## config.mk

```make
export PLATFORM = sky130hd
export DESIGN_NAME = periodic_task_table_scheduler_core
export DESIGN_NICKNAME = d
export VERILOG_FILES = /design/src/rtl/ptts_pkg.sv /design/src/rtl/periodic_task_table_scheduler_core.sv /design/src/rtl/ptts_alu.sv /design/src/rtl/ptts_table.sv /design/src/rtl/ptts_rbuf.sv
export SDC_FILE = /design/constraint.sdc
export NUM_CORES = 2
export LEC_CHECK = 0
export BUFFER_PORTS_ARGS = -buffer_cell sky130_fd_sc_hd__buf_2
export CAP_MARGIN = 10
export CORE_MARGIN = 2
export CORE_UTILIZATION = 40
export CTS_BUF_LIST = sky130_fd_sc_hd__clkbuf_4
export CTS_CLUSTER_DIAMETER = 120
export DETAILED_ROUTE_END_ITERATION = 7
export SLEW_MARGIN = 15
export SYNTH_ARGS = -nofsm -noshare
export SYNTH_HDL_FRONTEND = slang
export SYNTH_SLANG_ARGS = --single-unit
export TNS_END_PERCENT = 1
```

## constraint.sdc

```tcl
create_clock -name i_clk -period 19.45 [get_ports i_clk]
set_input_delay 3.89 -clock i_clk [delete_from_list [all_inputs] [get_ports i_clk]]
set_output_delay 3.89 -clock i_clk [all_outputs]
set_load 0.005 [all_outputs]
```

## src/rtl/ptts_pkg.sv

```systemverilog
// shared types, codes and defaults for the periodic task table scheduler
// no dependencies; used by every module in rtl/
package ptts_pkg;

    localparam int DEPTH_DEF   = 16;
    localparam int ID_W        = 8;
    localparam int TICK_W      = 32;
    localparam int CNT_OUT_W   = 7;

    // operation selector carried in the input tuser
    typedef enum logic [1:0] {
        FUNC_SET      = 2'd0,
        FUNC_DELETE   = 2'd1,
        FUNC_DISPATCH = 2'd2,
        FUNC_TICK     = 2'd3
    } t_func;

    typedef enum logic [1:0] {
        ST_OK        = 2'd0,
        ST_FULL      = 2'd1,
        ST_NOT_FOUND = 2'd2,
        ST_NULL_ID   = 2'd3
    } t_status;

    // one row of the task table
    typedef struct packed {
        logic              run;
        logic [TICK_W-1:0] period;
        logic [TICK_W-1:0] delay;
        logic [ID_W-1:0]   id;
    } t_entry;

    // flags and result of the shared decrement unit
    typedef struct packed {
        logic              delay_zero;
        logic              period_zero;
        logic [TICK_W-1:0] dec;
    } t_alu_res;

endpackage

```

## src/rtl/periodic_task_table_scheduler_core.sv

```systemverilog
// periodic task table scheduler: sequencer, table walk and result output register
// depends on ptts_pkg, ptts_alu, ptts_table, ptts_rbuf
//
// channel   dir  handshake                       payload
// s_axis    in   s_axis_tvalid / s_axis_tready   tdata: task_id, delay_ticks, period_ticks
//                                                tuser: func
// m_axis    out  m_axis_tvalid / m_axis_tready   tdata: run_task, status, task_count,
//                                                tick_count; tuser: run_valid; tlast: last
//
// one item walks the table entry by entry, each entry read (S_RD), then acted on (S_CMP),
// through the table's one read and one write port and one shared decrement unit; an
// entry that is moved into a hole takes an extra S_MOVE step. results are then read
// back one by one, each through S_OUT_RD and S_OUT_LD. ready is high only while the
// sequencer is idle; the last result may still sit in the output register while the
// next item is taken. stalls on m_axis hold the sequencer.
// reset (synchronous, active low) empties the table and zeroes the tick count; the
// table memory itself is not cleared, only entries below the count are ever used.
module periodic_task_table_scheduler_core #(
    parameter int DEPTH = ptts_pkg::DEPTH_DEF
) (
    input  logic        i_clk,
    input  logic        i_rst_n,
    // input items
    input  logic        s_axis_tvalid,
    output logic        s_axis_tready,
    input  logic [71:0] s_axis_tdata,  // task_id[7:0], delay_ticks[39:8], period_ticks[71:40]
    input  logic [1:0]  s_axis_tuser,  // func[1:0]
    // result items
    output logic        m_axis_tvalid,
    input  logic        m_axis_tready,
    output logic [55:0] m_axis_tdata,  // run_task[7:0], status[9:8], task_count[16:10],
                                       // tick_count[48:17], zero fill[55:49]
    output logic        m_axis_tuser,  // run_valid
    output logic        m_axis_tlast   // last
);

    localparam int AW = (DEPTH > 1) ? $clog2(DEPTH) : 1;
    localparam int CW = $clog2(DEPTH + 1);
    localparam int TW = ptts_pkg::TICK_W;
    localparam int IW = ptts_pkg::ID_W;

    // one-hot sequencer states
    typedef enum logic [5:0] {
        S_IDLE   = 6'b000001,
        S_RD     = 6'b000010,
        S_CMP    = 6'b000100,
        S_MOVE   = 6'b001000,
        S_OUT_RD = 6'b010000,
        S_OUT_LD = 6'b100000
    } t_state;

    t_state            r_state, n_state;
    logic [CW-1:0]     r_count, n_count;   // entries in use
    logic [TW-1:0]     r_ticks, n_ticks;   // wrapping tick counter
    logic [CW-1:0]     r_k, n_k;           // scan position
    logic [CW-1:0]     r_n, n_n;           // ids collected in a dispatch pass
    logic [CW-1:0]     r_e, n_e;           // result being emitted
    ptts_pkg::t_status r_status, n_status;
    logic              r_m_valid, n_m_valid;

    // captured item
    ptts_pkg::t_func   r_func;
    logic [IW-1:0]     r_id;
    logic [TW-1:0]     r_dly;
    logic [TW-1:0]     r_per;

    // output register payload
    logic [IW-1:0]     r_m_task;
    logic              r_m_rv;
    ptts_pkg::t_status r_m_status;
    logic [CW-1:0]     r_m_cnt;
    logic [TW-1:0]     r_m_ticks;
    logic              r_m_last;

    // table and buffer ports
    logic              tab_we;
    logic [AW-1:0]     tab_waddr;
    ptts_pkg::t_entry  tab_wdata;
    logic [AW-1:0]     tab_raddr;
    ptts_pkg::t_entry  tab_rdata;
    logic              buf_we;
    logic [IW-1:0]     buf_rdata;
    ptts_pkg::t_alu_res alu_res;

    logic              in_acc;
    logic              out_free;
    logic              scan_end;
    logic              has_ids;
    logic              is_last;
    logic              out_load;
    logic [CW-1:0]     tail;
    logic [CW-1:0]     nres;
    ptts_pkg::t_func   in_func;
    logic [IW-1:0]     in_id;

    assign in_func  = ptts_pkg::t_func'(s_axis_tuser);
    assign in_id    = s_axis_tdata[7:0];
    assign in_acc   = s_axis_tvalid && s_axis_tready;
    assign out_free = !r_m_valid || m_axis_tready;
    assign tail     = r_count - CW'(1);
    // a one-shot removal at the tail steps past the shrunken count
    assign scan_end = (r_k >= r_count);
    assign has_ids  = (r_func == ptts_pkg::FUNC_DISPATCH) && (r_n != '0);
    assign nres     = has_ids ? r_n : CW'(1);
    assign is_last  = (r_e == nres - CW'(1));

    ptts_alu u_alu (
        .i_delay      (tab_rdata.delay),
        .i_period     (tab_rdata.period),
        .i_use_period (r_func == ptts_pkg::FUNC_DISPATCH),
        .o_res        (alu_res)
    );

    ptts_table #(
        .DEPTH (DEPTH),
        .AW    (AW)
    ) u_table (
        .i_clk   (i_clk),
        .i_we    (tab_we),
        .i_waddr (tab_waddr),
        .i_wdata (tab_wdata),
        .i_raddr (tab_raddr),
        .o_rdata (tab_rdata)
    );

    ptts_rbuf #(
        .DEPTH (DEPTH),
        .AW    (AW)
    ) u_rbuf (
        .i_clk   (i_clk),
        .i_we    (buf_we),
        .i_waddr (r_n[AW-1:0]),
        .i_wdata (tab_rdata.id),
        .i_raddr (r_e[AW-1:0]),
        .o_rdata (buf_rdata)
    );

    // sequencer
    always_comb begin
        n_state   = r_state;
        n_count   = r_count;
        n_ticks   = r_ticks;
        n_k       = r_k;
        n_n       = r_n;
        n_e       = r_e;
        n_status  = r_status;
        n_m_valid = r_m_valid && !m_axis_tready;
        out_load  = 1'b0;
        tab_we    = 1'b0;
        tab_waddr = r_k[AW-1:0];
        tab_wdata = tab_rdata;
        tab_raddr = r_k[AW-1:0];
        buf_we    = 1'b0;

        case (r_state)
            S_IDLE: begin
                if (s_axis_tvalid) begin
                    n_k      = '0;
                    n_n      = '0;
                    n_e      = '0;
                    n_status = ptts_pkg::ST_OK;
                    n_state  = S_RD;
                    if (in_func == ptts_pkg::FUNC_TICK) begin
                        n_ticks = r_ticks + TW'(1);
                    end
                    if ((in_func == ptts_pkg::FUNC_SET || in_func == ptts_pkg::FUNC_DELETE)
                            && in_id == '0) begin
                        n_status = ptts_pkg::ST_NULL_ID;
                        n_state  = S_OUT_RD;
                    end
                end
            end
            S_RD: begin
                if (scan_end) begin
                    n_state = S_OUT_RD;
                    case (r_func)
                        ptts_pkg::FUNC_SET: begin
                            if (r_count < CW'(DEPTH)) begin
                                // append the new task stopped
                                tab_we    = 1'b1;
                                tab_waddr = r_count[AW-1:0];
                                tab_wdata = '{run: 1'b0, period: r_per, delay: r_dly,
                                              id: r_id};
                                n_count   = r_count + CW'(1);
                            end else begin
                                n_status = ptts_pkg::ST_FULL;
                            end
                        end
                        ptts_pkg::FUNC_DELETE: begin
                            n_status = ptts_pkg::ST_NOT_FOUND;
                        end
                        default: begin
                        end
                    endcase
                end else begin
                    n_state = S_CMP;
                end
            end
            S_CMP: begin
                // fetch the tail entry in case this slot is vacated
                tab_raddr = tail[AW-1:0];
                n_k       = r_k + CW'(1);
                n_state   = S_RD;
                case (r_func)
                    ptts_pkg::FUNC_SET: begin
                        if (tab_rdata.id == r_id) begin
                            tab_we    = 1'b1;
                            tab_wdata = '{run: 1'b0, period: r_per, delay: r_dly, id: r_id};
                            n_state   = S_OUT_RD;
                        end
                    end
                    ptts_pkg::FUNC_DELETE: begin
                        if (tab_rdata.id == r_id) begin
                            if (r_k == tail) begin
                                n_count = tail;
                                n_state = S_OUT_RD;
                            end else begin
                                n_k     = r_k;
                                n_state = S_MOVE;
                            end
                        end
                    end
                    ptts_pkg::FUNC_DISPATCH: begin
                        if (tab_rdata.run) begin
                            buf_we = 1'b1;
                            n_n    = r_n + CW'(1);
                            if (alu_res.period_zero) begin
                                // one-shot task leaves the table
                                if (r_k == tail) begin
                                    n_count = tail;
                                end else begin
                                    n_k     = r_k;
                                    n_state = S_MOVE;
                                end
                            end else begin
                                tab_we         = 1'b1;
                                tab_wdata.run  = 1'b0;
                                if (alu_res.delay_zero) begin
                                    tab_wdata.delay = alu_res.dec;
                                end
                            end
                        end
                    end
                    default: begin
                        // timer tick: flag due tasks, count the rest down
                        tab_we = 1'b1;
                        if (alu_res.delay_zero) begin
                            tab_wdata.run = 1'b1;
                        end else begin
                            tab_wdata.delay = alu_res.dec;
                        end
                    end
                endcase
            end
            S_MOVE: begin
                // tail entry fills the hole; it is not looked at again this pass
                tab_we  = 1'b1;
                n_count = tail;
                if (r_func == ptts_pkg::FUNC_DELETE) begin
                    n_state = S_OUT_RD;
                end else begin
                    n_k     = r_k + CW'(1);
                    n_state = S_RD;
                end
            end
            S_OUT_RD: begin
                n_state = S_OUT_LD;
            end
            S_OUT_LD: begin
                if (out_free) begin
                    out_load  = 1'b1;
                    n_m_valid = 1'b1;
                    if (is_last) begin
                        n_state = S_IDLE;
                    end else begin
                        n_e     = r_e + CW'(1);
                        n_state = S_OUT_RD;
                    end
                end
            end
            default: begin
                n_state = S_IDLE;
            end
        endcase
    end

    always_ff @(posedge i_clk) begin
        if (!i_rst_n) begin
            r_state   <= S_IDLE;
            r_count   <= '0;
            r_ticks   <= '0;
            r_k       <= '0;
            r_n       <= '0;
            r_e       <= '0;
            r_status  <= ptts_pkg::ST_OK;
            r_m_valid <= 1'b0;
        end else begin
            r_state   <= n_state;
            r_count   <= n_count;
            r_ticks   <= n_ticks;
            r_k       <= n_k;
            r_n       <= n_n;
            r_e       <= n_e;
            r_status  <= n_status;
            r_m_valid <= n_m_valid;
        end
    end

    // item capture and output payload
    always_ff @(posedge i_clk) begin
        if (in_acc) begin
            r_func <= in_func;
            r_id   <= in_id;
            r_dly  <= s_axis_tdata[39:8];
            r_per  <= s_axis_tdata[71:40];
        end
        if (out_load) begin
            r_m_task   <= has_ids ? buf_rdata : '0;
            r_m_rv     <= has_ids;
            r_m_status <= r_status;
            r_m_cnt    <= r_count;
            r_m_ticks  <= r_ticks;
            r_m_last   <= is_last;
        end
    end

    assign s_axis_tready = (r_state == S_IDLE);
    assign m_axis_tvalid = r_m_valid;
    assign m_axis_tdata  = {7'd0, r_m_ticks, ptts_pkg::CNT_OUT_W'(r_m_cnt), r_m_status,
                            r_m_task};
    assign m_axis_tuser  = r_m_rv;
    assign m_axis_tlast  = r_m_last;

`ifndef SYNTHESIS
    // table never holds more than its depth
    a_count_bound: assert property (@(posedge i_clk) disable iff (!i_rst_n)
        r_count <= CW'(DEPTH))
        else $error("task count beyond table depth");

    // sequencer state stays one-hot
    a_state_onehot: assert property (@(posedge i_clk) disable iff (!i_rst_n)
        $onehot(r_state))
        else $error("sequencer state not one-hot");

    // a tick item advances the tick counter by exactly one
    a_tick_inc: assert property (@(posedge i_clk) disable iff (!i_rst_n)
        (in_acc && in_func == ptts_pkg::FUNC_TICK) |=> r_ticks == $past(r_ticks) + TW'(1))
        else $error("tick counter did not advance");

    // a result is loaded only when the output register is free or being drained
    a_no_overwrite: assert property (@(posedge i_clk) disable iff (!i_rst_n)
        out_load |-> (!r_m_valid || m_axis_tready))
        else $error("pending result overwritten");
`endif

endmodule

```

## src/rtl/ptts_alu.sv

```systemverilog
// shared zero test and decrement unit for delay and period words
// depends on ptts_pkg
module ptts_alu (
    input  logic [ptts_pkg::TICK_W-1:0] i_delay,
    input  logic [ptts_pkg::TICK_W-1:0] i_period,
    input  logic                        i_use_period,
    output ptts_pkg::t_alu_res          o_res
);

    logic [ptts_pkg::TICK_W-1:0] operand;

    always_comb begin
        operand           = i_use_period ? i_period : i_delay;
        o_res.delay_zero  = (i_delay == '0);
        o_res.period_zero = (i_period == '0);
        o_res.dec         = operand - ptts_pkg::TICK_W'(1);
    end

endmodule

```

## src/rtl/ptts_table.sv

```systemverilog
// task table memory, one write port and one registered read port
// depends on ptts_pkg
module ptts_table #(
    parameter int DEPTH = ptts_pkg::DEPTH_DEF,
    parameter int AW    = 4
) (
    input  logic              i_clk,
    input  logic              i_we,
    input  logic [AW-1:0]     i_waddr,
    input  ptts_pkg::t_entry  i_wdata,
    input  logic [AW-1:0]     i_raddr,
    output ptts_pkg::t_entry  o_rdata
);

    ptts_pkg::t_entry mem [DEPTH];
    ptts_pkg::t_entry r_rdata;

    always_ff @(posedge i_clk) begin
        if (i_we) begin
            mem[i_waddr] <= i_wdata;
        end
    end

    always_ff @(posedge i_clk) begin
        r_rdata <= mem[i_raddr];
    end

    assign o_rdata = r_rdata;

endmodule

```

## src/rtl/ptts_rbuf.sv

```systemverilog
// buffer of task ids found ready during a dispatch pass, read back in order
// depends on ptts_pkg
module ptts_rbuf #(
    parameter int DEPTH = ptts_pkg::DEPTH_DEF,
    parameter int AW    = 4
) (
    input  logic                      i_clk,
    input  logic                      i_we,
    input  logic [AW-1:0]             i_waddr,
    input  logic [ptts_pkg::ID_W-1:0] i_wdata,
    input  logic [AW-1:0]             i_raddr,
    output logic [ptts_pkg::ID_W-1:0] o_rdata
);

    logic [ptts_pkg::ID_W-1:0] mem [DEPTH];
    logic [ptts_pkg::ID_W-1:0] r_rdata;

    always_ff @(posedge i_clk) begin
        if (i_we) begin
            mem[i_waddr] <= i_wdata;
        end
    end

    always_ff @(posedge i_clk) begin
        r_rdata <= mem[i_raddr];
    end

    assign o_rdata = r_rdata;

endmodule
```

==> metrics.txt <==
design area 71800 µm²; total gr overflow 0; EDFF count, synth 1419; RSZ-0062 raised after global routing false; Final nets ~4.2k; Least-Margin Pin Slew about 1200 ps; vias in the first global route between 30k and 40k; Cells after Synth 3685; number of setup violations in the final report 0; Slowest Stage Delay on Critical Path roughly 400 ps; Die X 403 µm; wire per inst 22.9 µm; met3 wire length 9210 µm; sum of negative setup slack 0 ps; min Tclk post-route 6610 ps; Slew HR 0.176; asr flop ratio synth 0; post-route ant nets 0; fin cells 6509; Crit. End Element output pin; layout cells sized above 1 0.219; fin crit share 0.340; CTS buffer count 405; max-slew violation count 0; largest net degree at the start of global routing 137; via count 34.0k; Clock Latency Late Sink 1280 ps; CP arrival 2720 ps; CP Max Fanout 8; leading register cell type out of synthesis edfxtp_1; Max stage delay cell, worst path nor4_1; Seq cells post-synth 1561; crit-path cells nor4_1 > nand2b_1 > inv_1 > buf_2; Max-Cap Viols 0; GR Util All Layers 0.181; Seq/Total Area, Yosys 0.715; startpoint types register; Final Hold Vio Count 0; area delta synth->final 13.1%; Port-buffer cells 128; Worst-path clk slew 60 ps; core area 158000 µm²; Cell Area, Synth 63500 µm²; CTS Hold Bufs 0; H-tree depth 5; fillers 13.8k; dpl hpwl 80800 µm; commonest cells after routing, fill and taps aside 1419 x edfxtp_1, 1130 x mux2i_1, 628 x clkbuf_4; Power Density 107 nW/µm²; Hold Crit Class reg2reg; vias per cell 5.22; die height 403 µm; TritonCTS clock tree built; Worst Setup Path Type reg2out; Distinct cells, synth 69; WL met1 67500 µm; worst setup skew after layout 175 ps; Crit path required time 15560 ps; DR top layer met5; status complete, no violations; Leakage 25.9 nW; clk sinks 1561; drt pass-1 iters 6; CTS root buffer clkbuf_4; # rows 146; Longest Clk Path Bufs 4; first-pass GRT wire length 218000 µm; CTS resizes 0; Post-route DRC 0; f_max approximately 0.15 GHz; commonest non-fill, non-tap cell in the layout edfxtp_1; top-level I/O count around 140; initial antenna violation count 8; routability cong. 0.843; post-CTS setup buffers 0; Die ar. 162000 µm²; Initial Util 0.402; Avg Synthesized Cell Area 17.2 µm²; Placed Cells 5779; dpl cell area 66700 µm²; 1st-iter DRT viols 2476; peak supply drop 0.0593 mV; WL met2 68700 µm; routed wire length 149000 µm; total power ~7.7 mW; YS warnings 0
==> worst paths after layout <==
check,start,endpoint,slack [ps],cells past startpoint
setup / recovery,r_state[3]$_SDFFE_PN0P_,s_axis_tready,12840,4
hold / removal,r_status[1]$_SDFFE_PN0P_,r_m_status[1]$_DFFE_PP_,450,0
setup reg to reg,r_k[0]$_SDFFE_PN0P_,u_table.mem[10][55]$_DFFE_PP_,14440,11
hold reg to reg,r_status[1]$_SDFFE_PN0P_,r_m_status[1]$_DFFE_PP_,450,0
==> Yosys cell counts, types with 34 or more instances <==
cell type / count / share of area
edfxtp_1: 1419 / 0.67
mux2i_1: 1130 / 0.18
dfxtp_1: 142 / 0.045
nor2_1: 116 / 0.0069
buf_2: 95 / 0.0075
clkbuf_1: 62 / 0.0037
nand2_1: 60 / 0.0035
xnor2_1: 44 / 0.0061
a21oi_1: 42 / 0.0033
mux2_2: 40 / 0.0071
mux4_2: 40 / 0.014
nor3_1: 40 / 0.0032
xor2_1: 38 / 0.0052
inv_1: 35 / 0.0021
nand3_1: 34 / 0.0027
==> area by class of cell <==
type                       count  area (µm²)  area share
multi-input combinational   1912       17300       0.241
antenna                        6        15.0    0.000209
clock inverter                96         403     0.00561
tap                         2072        2590      0.0361
timing repair buffer         198        1230      0.0171
sequential                  1561       45500       0.633
inverter                      36         138     0.00192
clock buffer                 628        4710      0.0656
==> metrics by stage <==
stage	hold WS, ps	setup slack [ps]	utilization
after CTS	453	12730	0.454
after global placement	444	13330	0.422
after floorplan	406	11350	-
after detailed placement	440	13330	0.422
final	448	12840	0.455
after global routing	476	12650	0.455
==> critical path, delay by kind of cell, from the launching register on <==
kind,cells,cell delay (ps)
buf+inv,2,470
flops,1,370
simple gates,2,670
==> cells by family after synthesis <==
group,synth area share
multiplexers,0.199
buffers and inverters,0.0159
XOR/XNOR,0.0117
AO/OA/AOI/OAI,0.0205
flip-flops,0.715
AND/OR/NAND/NOR,0.0330
other,0.0000590
adder cells (fa/ha/maj),0.00414
==> routing by layer <==
layer,GRT usage,up-vias
met2,0.281,1071
li1,-,15600
met5,0,-
met4,0.0699,2
met1,0.248,17100
met3,0.0420,252
==> sequential cells by signal, indices dropped and copies added, names as in the netlist, 6 cells and up <==
| name | flops |
|---|---|
| r_m_task | 8 |
| r_state | 6 |
| u_rbuf.o_rdata | 8 |
| r_per | 32 |
| r_m_ticks | 32 |
| r_ticks | 32 |
| u_table.mem | 1168 |
| u_rbuf.mem | 128 |
| u_table.o_rdata | 73 |
| r_id | 8 |
| r_dly | 32 |
==> where the power goes <==
part / internal (mW) / leakage [nW] / total (mW) / switching [mW]
clock: 1.47 / 3.10 / 2.76 / 1.28
sequential: 3.93 / 13.9 / 4.06 / 0.133
combinational: 0.308 / 8.85 / 0.873 / 0.564
total: 5.71 / 25.9 / 7.69 / 1.98
(Power assumes the default switching activity.)
